`config.mk`:
```
export PLATFORM = sky130hd
export DESIGN_NAME = deq_ctrl
export DESIGN_NICKNAME = d
export VERILOG_FILES = /design/src/hw/rtl/deq_pkg.sv /design/src/hw/rtl/deq_ctrl.sv
export VERILOG_INCLUDE_DIRS = /design/src /design/src/hw/rtl
export SDC_FILE = /design/constraint.sdc
export NUM_CORES = 1
export LEC_CHECK = 0
export ABC_AREA = 0
export BUFFER_PORTS_ARGS = -buffer_cell sky130_fd_sc_hd__buf_4
export CORE_AREA = 8 8 141 143
export DETAILED_ROUTE_END_ITERATION = 10
export DIE_AREA = 0 0 149 151
export GPL_TIMING_DRIVEN = 1
export HOLD_SLACK_MARGIN = 0.03
export PLACE_DENSITY = 0.55
export SYNTH_ARGS = -nofsm -noshare
export SYNTH_HDL_FRONTEND = slang
export SYNTH_SLANG_ARGS = --single-unit
```
`constraint.sdc`:
```
create_clock -name clk -period 4.2 [get_ports clk]
set_input_delay 0 -clock clk [delete_from_list [all_inputs] [get_ports clk]]
set_output_delay 0 -clock clk [all_outputs]
set_load 0.1 [all_outputs]
```
`src/hw/rtl/deque_with_search_macros.svh`:
```
// ----------------------------------------------------------------------------
// Deque assertion macros
// Concurrent assertion helpers clocked on clk and disabled while rst_n is low.
// ----------------------------------------------------------------------------
`ifndef DEQUE_WITH_SEARCH_MACROS_SVH
`define DEQUE_WITH_SEARCH_MACROS_SVH

`ifndef NO_ASSERTIONS

`define DEQ_ASSERT_IMPLY(lbl, ante, cons, msg) \
    lbl: assert property (@(posedge clk) disable iff (!rst_n) (ante) |-> (cons)) \
        else $error(msg);

`define DEQ_ASSERT_NEXT(lbl, ante, cons, msg) \
    lbl: assert property (@(posedge clk) disable iff (!rst_n) (ante) |=> (cons)) \
        else $error(msg);

`else

`define DEQ_ASSERT_IMPLY(lbl, ante, cons, msg)

`define DEQ_ASSERT_NEXT(lbl, ante, cons, msg)

`endif

`endif

```
`src/hw/rtl/deq_pkg.sv`:
```
// ----------------------------------------------------------------------------
// Deque package
// Request and status codes, cell shift operations and channel payload types.
// ----------------------------------------------------------------------------
package deq_pkg;

    // request codes
    localparam logic [2:0] REQ_PUSH_FRONT = 3'd0;
    localparam logic [2:0] REQ_PUSH_BACK  = 3'd1;
    localparam logic [2:0] REQ_POP_FRONT  = 3'd2;
    localparam logic [2:0] REQ_POP_BACK   = 3'd3;
    localparam logic [2:0] REQ_SEARCH     = 3'd4;
    localparam logic [2:0] REQ_READ       = 3'd5;
    localparam logic [2:0] REQ_CLEAR      = 3'd6;

    // status codes
    localparam logic [1:0] STAT_OK    = 2'd0;
    localparam logic [1:0] STAT_EMPTY = 2'd1;
    localparam logic [1:0] STAT_FULL  = 2'd2;
    localparam logic [1:0] STAT_MISS  = 2'd3;

    // cell operations
    localparam logic [1:0] CELL_HOLD  = 2'd0;
    localparam logic [1:0] CELL_LEFT  = 2'd1;  // take from higher neighbor
    localparam logic [1:0] CELL_RIGHT = 2'd2;  // take from lower neighbor
    localparam logic [1:0] CELL_WRITE = 2'd3;  // addressed cell loads write data

    typedef struct packed {
        logic [1:0] op;
        logic       head_load;  // cell 0 takes write data on a right shift
    } deq_cell_ctl_t;

    typedef struct packed {
        logic [2:0]         req_type;
        logic signed [31:0] data_in;
        logic [7:0]         index_in;
    } deq_req_t;

    typedef struct packed {
        logic signed [31:0] data_out;
        logic [7:0]         position;
        logic [1:0]         status;
        logic [8:0]         count_out;
    } deq_rsp_t;

endpackage

```
`src/hw/rtl/deq_ctrl.sv`:
```
// ----------------------------------------------------------------------------
// Deque controller
// Sequences each request over the cell chain; scans rotate and then unwind.
// ----------------------------------------------------------------------------
`include "deque_with_search_macros.svh"

module deq_ctrl #(
    parameter int CAPACITY    = 256,
    parameter int VALUE_WIDTH = 32,
    parameter int AW          = $clog2(CAPACITY)
) (
    input  logic                   clk,
    input  logic                   rst_n,
    input  logic                   req_valid,
    input  deq_pkg::deq_req_t      req_data,
    output logic                   req_ready,
    input  logic                   out_free,
    output logic                   done,
    output deq_pkg::deq_rsp_t      rsp_data,
    output deq_pkg::deq_cell_ctl_t cell_ctl,
    output logic [AW-1:0]          wr_addr,
    output logic [VALUE_WIDTH-1:0] wr_data,
    input  logic [VALUE_WIDTH-1:0] head
);
    import deq_pkg::*;

    localparam int CW = $clog2(CAPACITY + 1);
    localparam int XW = (CW > 8) ? CW : 8;

    localparam logic [1:0] ST_IDLE = 2'd0;
    localparam logic [1:0] ST_EXEC = 2'd1;
    localparam logic [1:0] ST_SCAN = 2'd2;
    localparam logic [1:0] ST_REST = 2'd3;

    logic [1:0]             state_reg,  state_next;
    logic [CW-1:0]          count_reg,  count_next;
    logic [CW-1:0]          step_reg,   step_next;
    logic [CW-1:0]          tgt_reg,    tgt_next;
    logic [1:0]             status_reg, status_next;
    logic [VALUE_WIDTH-1:0] data_reg,   data_next;
    logic [CW-1:0]          pos_reg,    pos_next;
    logic [2:0]             op_reg;
    logic [VALUE_WIDTH-1:0] val_reg;
    logic [7:0]             idx_reg;

    logic          full;
    logic          empty;
    logic          idx_oor;
    logic [XW-1:0] idx_x;

    assign full    = (count_reg == CW'(CAPACITY));
    assign empty   = (count_reg == '0);
    assign idx_x   = XW'(idx_reg);
    assign idx_oor = (idx_x >= XW'(count_reg));

    assign req_ready = (state_reg == ST_IDLE);
    assign wr_addr   = count_reg[AW-1:0];
    assign wr_data   = val_reg;

    always_comb
    begin
        state_next  = state_reg;
        count_next  = count_reg;
        step_next   = step_reg;
        tgt_next    = tgt_reg;
        status_next = status_reg;
        data_next   = data_reg;
        pos_next    = pos_reg;
        cell_ctl    = '{op: CELL_HOLD, head_load: 1'b0};
        done        = 1'b0;

        unique case (state_reg)
            ST_IDLE:
            begin
                if (req_valid)
                begin
                    state_next = ST_EXEC;
                end
            end
            ST_EXEC:
            begin
                status_next = STAT_OK;
                data_next   = '0;
                pos_next    = '0;
                step_next   = '0;
                unique case (op_reg)
                    REQ_PUSH_FRONT:
                    begin
                        if (full)
                        begin
                            status_next = STAT_FULL;
                            done        = out_free;
                        end
                        else if (out_free)
                        begin
                            cell_ctl   = '{op: CELL_RIGHT, head_load: 1'b1};
                            count_next = count_reg + CW'(1);
                            done       = 1'b1;
                        end
                    end
                    REQ_PUSH_BACK:
                    begin
                        if (full)
                        begin
                            status_next = STAT_FULL;
                            done        = out_free;
                        end
                        else if (out_free)
                        begin
                            cell_ctl   = '{op: CELL_WRITE, head_load: 1'b0};
                            count_next = count_reg + CW'(1);
                            done       = 1'b1;
                        end
                    end
                    REQ_POP_FRONT:
                    begin
                        if (empty)
                        begin
                            status_next = STAT_EMPTY;
                            done        = out_free;
                        end
                        else if (out_free)
                        begin
                            data_next  = head;
                            cell_ctl   = '{op: CELL_LEFT, head_load: 1'b0};
                            count_next = count_reg - CW'(1);
                            done       = 1'b1;
                        end
                    end
                    REQ_POP_BACK:
                    begin
                        if (empty)
                        begin
                            status_next = STAT_EMPTY;
                            done        = out_free;
                        end
                        else
                        begin
                            tgt_next   = count_reg - CW'(1);
                            state_next = ST_SCAN;
                        end
                    end
                    REQ_SEARCH:
                    begin
                        if (empty)
                        begin
                            status_next = STAT_MISS;
                            done        = out_free;
                        end
                        else
                        begin
                            tgt_next   = count_reg - CW'(1);
                            state_next = ST_SCAN;
                        end
                    end
                    REQ_READ:
                    begin
                        if (idx_oor)
                        begin
                            status_next = STAT_MISS;
                            done        = out_free;
                        end
                        else
                        begin
                            tgt_next   = idx_x[CW-1:0];
                            state_next = ST_SCAN;
                        end
                    end
                    REQ_CLEAR:
                    begin
                        if (out_free)
                        begin
                            count_next = '0;
                            done       = 1'b1;
                        end
                    end
                    default:
                    begin
                        done = out_free;
                    end
                endcase
            end
            ST_SCAN:
            begin
                // step_reg left rotations so far; head holds position step_reg
                if ((op_reg == REQ_SEARCH) && (head == val_reg))
                begin
                    pos_next   = step_reg;
                    state_next = ST_REST;
                end
                else if (step_reg == tgt_reg)
                begin
                    if (op_reg == REQ_SEARCH)
                    begin
                        status_next = STAT_MISS;
                    end
                    else
                    begin
                        data_next = head;
                    end
                    state_next = ST_REST;
                end
                else
                begin
                    cell_ctl  = '{op: CELL_LEFT, head_load: 1'b0};
                    step_next = step_reg + CW'(1);
                end
            end
            ST_REST:
            begin
                // unwind the scan rotations before finishing
                if (step_reg != '0)
                begin
                    cell_ctl  = '{op: CELL_RIGHT, head_load: 1'b0};
                    step_next = step_reg - CW'(1);
                end
                else if (out_free)
                begin
                    done = 1'b1;
                    if (op_reg == REQ_POP_BACK)
                    begin
                        count_next = count_reg - CW'(1);
                    end
                end
            end
        endcase

        if (done)
        begin
            state_next = ST_IDLE;
        end
    end

    always_comb
    begin
        rsp_data.data_out  = 32'(signed'(data_next));
        rsp_data.position  = 8'(pos_next);
        rsp_data.status    = status_next;
        rsp_data.count_out = 9'(count_next);
    end

    always_ff @(posedge clk or negedge rst_n)
    begin
        if (!rst_n)
        begin
            state_reg  <= ST_IDLE;
            count_reg  <= '0;
            step_reg   <= '0;
            tgt_reg    <= '0;
            status_reg <= STAT_OK;
        end
        else
        begin
            state_reg  <= state_next;
            count_reg  <= count_next;
            step_reg   <= step_next;
            tgt_reg    <= tgt_next;
            status_reg <= status_next;
        end
    end

    always_ff @(posedge clk)
    begin
        data_reg <= data_next;
        pos_reg  <= pos_next;
        if (req_valid && req_ready)
        begin
            op_reg  <= req_data.req_type;
            val_reg <= VALUE_WIDTH'(req_data.data_in);
            idx_reg <= req_data.index_in;
        end
    end

    `DEQ_ASSERT_IMPLY(a_count_bound, 1'b1, count_reg <= CW'(CAPACITY), "count above capacity")
    `DEQ_ASSERT_IMPLY(a_scan_in_range, state_reg == ST_SCAN, step_reg <= tgt_reg && tgt_reg < count_reg, "scan beyond stored elements")
    `DEQ_ASSERT_NEXT(a_unwind_step, state_reg == ST_REST && step_reg != '0, step_reg == $past(step_reg) - CW'(1), "unwind step did not count down")
    `DEQ_ASSERT_NEXT(a_clear_empties, state_reg == ST_EXEC && op_reg == REQ_CLEAR && out_free, count_reg == '0, "clear left elements")

endmodule

```
# Yosys cells after proc, flatten, opt, wreduce, memory -nomap -nowiden
# Cells that the tools add are included.
[totals] in_bits=79 reg_bits=114 out_inout_bits=96 wordCells=114
[classes] n_eq_ne=22 reduce_logical=15 add_sub_neg=4 mux=62 order_cmp=1
[ops] cell="$mux W32" count=6
[ops] cell="$mux W9" count=13
[ops] cell="$pmux W32 S2" count=1
[ops] cell="$pmux W9 S3" count=2
[ops] cell="$pmux W9 S2" count=2
[ops] cell="$eq A32 B32 Y1" count=1
[ops] cell="$mux W2" count=16
[ops] cell="$add A9 B1 Y9 const B" count=2
[ops] cell="$pmux W3 S3" count=2
[ops] cell="$sub A9 B1 Y9 const B" count=2
[ops] cell="$pmux W8 S2" count=1
[ops] cell="$mux W3" count=5
[ops] cell="$ne A4 B4 Y1 const B" count=3
[ops] cell="$ne A2 B2 Y1 const B" count=5
[ops] cell="$eq A3 B3 Y1 const B" count=3
[ops] cell="$eq A9 B9 Y1" count=1
[ops] cell="$eq A9 B9 Y1 const B" count=1
[ops] cell="$ge A8 B9 Y1" count=1
[ops] cell="$logic_not A9 Y1" count=1
[ops] cell="$reduce_bool A9 Y1" count=1
[ops] cell="$mux W8" count=1
[ops] cell="$pmux W2 S2" count=2
[ops] cell="$pmux W2 S4" count=1
[ops] cell="$reduce_and A4 Y1" count=2
[ops] cell="18 further kinds" count=29

# Depth between registers and ports, before layout
# Gate-level depths: netlist of the first run.
[depth] word_depth=6 mapped_depth=11 depth_no_buf=9

# Least setup slack after synthesis of the first run
# OpenSTA, ideal clock, no wires.
[synth_path] path_type="register -> register" start="register count_reg[5]" end="register status_reg[1]" required_ns=3.713 synth_period_minus_slack_ns=5.729 arrival_time_ns=5.242 path_stages_with_launch=10 setup_time_ns=0.487 path_slack_ns=-1.529 path_buffers=1 path_cell_list="dfrtp_1 > clkbuf_1 > inv_1 > ha_1 > and3_1 > a221oi_1 > a211o_1 > o21ai_0 > a21oi_1 > o311ai_0"
[synth_lines] element="start, declared" line_no="deq_ctrl.sv:36" rtl="logic [CW-1:0] count_reg, count_next;"
[synth_lines] element="start signal, assigned" line_no="deq_ctrl.sv:255" rtl="count_reg <= count_next;"
[synth_lines] element="end signal, assigned" line_no="deq_ctrl.sv:258" rtl="status_reg <= status_next;"
[synth_lines] element="end, declared" line_no="deq_ctrl.sv:39" rtl="logic [1:0] status_reg, status_next;"

==> flow_summary.toml, run 1 <==
[run_status]
status = "complete, no violations"

[global_routing]
grt.total_usage_pct = 19.43
grt_overflow = 0
antenna_found_initial = 0
grt_pass1_wl_microns = 33850
first_global_vias = 6003
grt_max_degree = 44

[sta]
finalHoldViolCount = 0
skew_ns = 0.01118
fmax_mhz = 288.7
fin_ws_ns = 0.7358
fin_crit_ns = 3.464
timing.final.crit_share_pct = 82.48
slew_violations = 0
grt_setup_unrepaired = "false"
relSlewSlack_pct = 26.13
worst_pin_slew_ns = 1.108
finalSetupViolCount = 0

[setup_path]
crit_path_top_delay_cell = "dfrtp_1"
crit_required_ns = 4.20
worstPathCellList = "inv_1 -> ha_1 -> nor3b_2 -> nand4b_2 -> o211a_1 -> o21ai_0 -> o21ai_0 -> o21a_1 -> o211ai_1 -> buf_4"
worst-path-buf-inv = 2
path_max_fanout = 10
worstSetupEndpointType = "output pin"
path_class = "reg -> out"
worst_path_most_repeated_cell = "o21ai_0"
max_stage_delay_ns = 0.49
cpLargestDelayFamily = "compound AO/OA/AOI/OAI gates"
worstSetupStartpointType = "flip-flop"
crit_arrival_ns = 3.46

[final_layout]
mostFrequentLayoutCell = "buf_4"
drive_gt1_share_pct = 26.62
final_cell_mix = "buf_4, dlygate4sd3_1, nand2_1"
fin_nets = 939
fin_area_sq_mm = 0.008808
instances_no_fill = 1078
antenna_cells = 0
syn_to_final_growth_pct = 46.33
nFillCells = 1602

[route]
wirelength_microns = 21500
postRouteAntennaNets = 0
drtPass1Iterations = 5
wl_per_cell_microns = 19.95
drtIter0Drc = 398
drc = 0
via_count = 5684
vias_per_cell = 5.273

[power_and_ir_drop]
clkPwrFrac_pct = 22.5
p_comb_share_pct = 51.4
seq_power_share_pct = 26.1
cellLeakagePower_nw = 3.759
netSwitchingFraction_pct = 48.23
powerDensity_mw_per_mm2 = 698.5
ir_worst_vdd_v = 0.0003166
p_int_w = 0.003185
p_switching_w = 0.002968

[cts]
clk_pin_slew_ns = 0.06
cts_buffers = 17
clk_latency_ns = 0.42
cts_sinks = 114
htree_num_levels = 4
cts-root-buf = "clkbuf_16"
tritoncts = "yes"
post-cts-setup-buffers = 0
cts_max_path_buffers = 2

[min_path]
hold_path.class = "in -> async"

[die]
core-area_sq_mm = 0.01766
fp.dieW_microns = 149
die_h_microns = 151
die_area_sq_mm = 0.02250
io_pins = 175
initial_core_util_pct = 34.09
rows = 49

[logic_synthesis]
syn_area_sq_mm = 0.006020
synth_cell_types = 60
async_reset_ff_share_pct = 27.19
synth-compound-area-share_pct = 16.69
synth-xor-area-share_pct = 8.002
syn_avg_cell_area_sq_um = 10.05
synth_top_family_by_area = "compound AO/OA/AOI/OAI gates"
synth_edf_count = 43
seq_area_frac_synth_pct = 47.64
synth-simple-area-share_pct = 14.05
synth-adder-area-share_pct = 5.113
synthFlopType = "edfxtp_1"
yosys_warnings = 0
synth-seq-cells = 114
synth_fp_nets = 702
synth_cells = 599
muxShareOfSynthArea_pct = 3.721

[placed_design]
place.gp.congestion = 0.9276
dp_hpwl_microns = 15410
dp_slack_ns = 1.210
dpl-instance-area_sq_mm = 0.007483
dp.cells = 970
portBuffers = 174

[run]
max_cap_viol_count = 0
-- per-stage QoR --
| step | power (W) | TNS, ns | hold WS (ns) | util, % |
|---|---|---|---|---|
| global placement | 0.004674 | 0 | -0.02844 | 42.38 |
| detailed placement | 0.004718 | 0 | -0.01799 | 42.38 |
| global route | 0.006539 | 0 | 0.07282 | 49.89 |
| CTS | 0.006174 | 0 | 0.04388 | 49.89 |
| finish | 0.006153 | 0 | 0.07047 | 49.89 |
| floorplan | 0.004010 | -0.2055 | -0.2956 | - |
-- cell families after synthesis --
group | after synthesis
muxes | 21
DFF | 114
adders and majority gates | 24
AOI/OAI and AO/OA | 145
and+or+nand+nor | 174
buffers and inverters | 66
xor gates and xnor gates | 55
-- power groups by stage --
stage / combinational, W / clock, W / sequential (W)
6_report: 0.00316 / 0.00138 / 0.00160
4_1_cts: 0.00318 / 0.00140 / 0.00160
3_5_place_dp: 0.00310 / 0 / 0.00162
5_1_grt: 0.00346 / 0.00146 / 0.00163
3_3_place_gp: 0.00306 / 0 / 0.00161
2_1_floorplan: 0.00240 / 0 / 0.00161
-- Yosys cell counts, types with 3 or more instances --
cell | count | area share (%)
nand2_1 | 44 | 2.7
edfxtp_1 | 43 | 21
nor2_1 | 43 | 2.7
xnor2_1 | 43 | 6.3
dfxtp_1 | 40 | 13
o21ai_0 | 38 | 3.2
a22o_1 | 34 | 4.9
dfrtp_1 | 31 | 13
inv_1 | 29 | 1.8
a21oi_1 | 25 | 2.1
ha_1 | 23 | 4.8
nand3_1 | 23 | 1.9
clkbuf_1 | 18 | 1.1
nand4_1 | 16 | 1.7
nor3_1 | 15 | 1.2
xor2_1 | 12 | 1.7
mux2i_1 | 10 | 1.7
mux2_2 | 9 | 1.7
buf_2 | 8 | 0.67
buf_4 | 8 | 1.0
nor4_1 | 8 | 0.83
o211ai_1 | 7 | 0.87
a21o_1 | 6 | 0.75
and2_1 | 5 | 0.52
a31oi_1 | 4 | 0.42
nand2b_1 | 4 | 0.42
a221o_1 | 3 | 0.50
and3_1 | 3 | 0.31
nor2b_1 | 3 | 0.31
o311ai_0 | 3 | 0.44
o31ai_1 | 3 | 0.37
or3_1 | 3 | 0.31
-- final timing paths --
check,startpoint,to,slack (ns),depth (start not counted)
worst max-delay path,count_reg[0],rsp_data[2],0.74,10
worst min-delay path,rst_n,count_reg[5],0.07,2
worst max register to register,state_reg[0],step_reg[2],1.15,7
worst min register to register,data_reg[14],data_reg[14],0.48,1
max in group asynchronous,rst_n,step_reg[3],3.79,2
min in group clk,req_valid,state_reg[0],0.07,4
-- per-layer routing --
layer	global-route usage [%]	up-vias	share of wire, %
li1	-	2671	-
met1	23.03	2724	41
met2	31.49	260	48
met3	7.679	29	8.9
met4	6.714	0	1.9
met5	0	-	0
-- repair_timing --
| action | 4_1_cts | 5_1_grt |
|---|---|---|
| hold buffers | 76 | 0 |
| hold endpoints to repair | 106 | 0 |
| resized for setup | 0 | 0 |
-- final cells by class --
| class | count | area [sq um] | share of cell area [%] |
|---|---|---|---|
| clock buffers | 19 | 464.2 | 5.270 |
| clock inverters | 13 | 100.1 | 1.136 |
| flip-flops and latches | 114 | 2868 | 32.56 |
| inverters | 30 | 112.6 | 1.278 |
| well taps | 229 | 286.5 | 3.253 |
| multi-input cells | 419 | 2880 | 32.70 |
| repair buffers | 254 | 2097 | 23.81 |
(Power assumes the default switching activity.)
==> run 2, diff against run 1 <==
--- a/config.mk
+++ b/config.mk
@@ -13,7 +13,7 @@
 export DIE_AREA = 0 0 149 151
 export GPL_TIMING_DRIVEN = 1
 export HOLD_SLACK_MARGIN = 0.03
-export PLACE_DENSITY = 0.55
+export PLACE_DENSITY = 0.57
 export SYNTH_ARGS = -nofsm -noshare
 export SYNTH_HDL_FRONTEND = slang
 export SYNTH_SLANG_ARGS = --single-unit
==> constraint.sdc (replaced) <==
create_clock -name clk -period 3.1 [get_ports clk]
set_input_delay 0 -clock clk [delete_from_list [all_inputs] [get_ports clk]]
set_output_delay 0 -clock clk [all_outputs]
set_load 0.1 [all_outputs]
==> flow_summary.toml, run 2 (synthesis results as in run 1) <==
[route]
drtIter0Drc = 410
vias_per_cell = 5.229
via_count = 5726
wirelength_microns = 21700
drc = 0
postRouteAntennaNets = 0
wl_per_cell_microns = 19.82
drtPass1Iterations = 5

[setup_path]
ff2ff_setup_slack_ns = 0.31
crit_required_ns = 3.10
crit_arrival_ns = 2.95
path_class = "reg -> out"
path_max_fanout = 8
worstSetupStartpointType = "flip-flop"
worstSetupEndpointType = "output pin"

[sta]
worst_pin_slew_ns = 0.5977
grt_setup_unrepaired = "false"
timing.final.crit_share_pct = 95.07
finalHoldViolCount = 0
slew_violations = 0
finalSetupViolCount = 0
fin_crit_ns = 2.947
fmax_mhz = 339.3
skew_ns = 0.01193
relSlewSlack_pct = 60.15

[placed_design]
portBuffers = 174
place.gp.congestion = 0.9021
dp_hpwl_microns = 15760
dpl-instance-area_sq_mm = 0.007746

[die]
core-area_sq_mm = 0.01766
io_pins = 175
fp.dieW_microns = 149
die_h_microns = 151
rows = 49
initial_core_util_pct = 34.09
die_area_sq_mm = 0.02250

[final_layout]
fin_area_sq_mm = 0.009139
final_cell_mix = "buf_4, dlygate4sd3_1, nand2_1"
multiInputGateArea_sq_mm = 0.003023
drive_gt1_share_pct = 31.06
seq_area_sq_mm = 0.002870
antenna_cells = 0
mostFrequentLayoutCell = "buf_4"
syn_to_final_growth_pct = 51.82
nFillCells = 1589
fin_nets = 956
utilization_pct = 51.76

[global_routing]
antenna_found_initial = 0
grt.total_usage_pct = 19.63
grt_max_degree = 44
first_global_vias = 6194
grt_pass1_wl_microns = 34470
grt_use_met3_pct = 7.559
grt_overflow = 0
use_met1_pct = 23.15
grt.busiest_layer = "met2"
met2_usage_pct = 32.56

[power_and_ir_drop]
p_total_w = 0.008741
cellLeakagePower_nw = 3.916
ir_worst_vdd_v = 0.0005402
powerDensity_mw_per_mm2 = 956.5

[cts]
clk_pin_slew_ns = 0.06
cts_buffers = 17
cts-root-buf = "clkbuf_16"
clk_latency_ns = 0.42
tritoncts = "yes"
cts_max_path_buffers = 2
htree_num_levels = 4
cts_sinks = 114

[run]
max_cap_viol_count = 0

[run_status]
status = "complete, no violations"

[min_path]
hold_path.class = "in -> reg"
run 2: cell count changes in the layout (fill, tap and decap cells not counted), moves of 3 or more:
cell / delta
ha_1: -3
o21ai_2: +9
o21ai_0: -10
buf_4: +13
inv_8: +5
clkinvlp_4: -4
run 2: repair_timing:
item,4_1_cts,5_1_grt
buffers inserted,0,1
endpoints found under the setup margin,0,53
hold buffers,76,0
gates resized for setup,0,8
endpoints found under the hold margin,106,0
run 2: final timing paths:
kind | start | endpoint | depth (start not counted)
worst max-delay path | step_reg[6] | rsp_data[2] | 8
worst min-delay path | req_valid | state_reg[0] | 4
worst max register to register | state_reg[0] | step_reg[2] | 7
worst min register to register | pos_reg[0] | pos_reg[0] | 2
max in group asynchronous | rst_n | count_reg[0] | 2
min in group asynchronous | rst_n | count_reg[5] | 2
run 2: per-stage QoR:
step / setup slack (ns) / hold WS [ns] / instances / TNS, ns
finish: 0.1527 / 0.06813 / 1095 / 0
global route: 0.009946 / 0.08913 / 1095 / 0
CTS: 0.03447 / 0.06194 / 1094 / 0
detailed placement: 0.1989 / -0.01874 / 986 / 0
global placement: 0.2529 / -0.02558 / 986 / 0
floorplan: -0.4136 / -0.2956 / 599 / -1.154
run 2: area by class of cell:
class | instances | area share [%]
clock buffer | 17 | 4.655
clock inverter | 15 | 1.794
inverter | 30 | 1.232
multi-input combinational | 419 | 33.08
sequential | 114 | 31.41
tap | 229 | 3.135
timing repair buffer | 271 | 24.70
run 2: metal layers:
| metal | share of wire (%) | wire [microns] |
|---|---|---|
| met4 | 1.1 | 248 |
| met1 | 41 | 8962 |
| met2 | 48 | 10490 |
| met5 | 0 | 0 |
| met3 | 9.2 | 1998 |
run 2: worst max-delay path: stages, from the launching register on:
cell and delay [ns]:
dfrtp_1 0.47, nor4_2 0.39, nand4_1 0.28, or3_4 0.47
and2_1 0.23, o21bai_1 0.17, a21oi_1 0.14, o211ai_1 0.12
buf_4 0.25
run 2: where the power goes:
part	switching [W]	total [W]	internal (W)
sequential	0.000296	0.00212	0.00182
clock	0.000834	0.00198	0.00114
combinational	0.00308	0.00465	0.00157
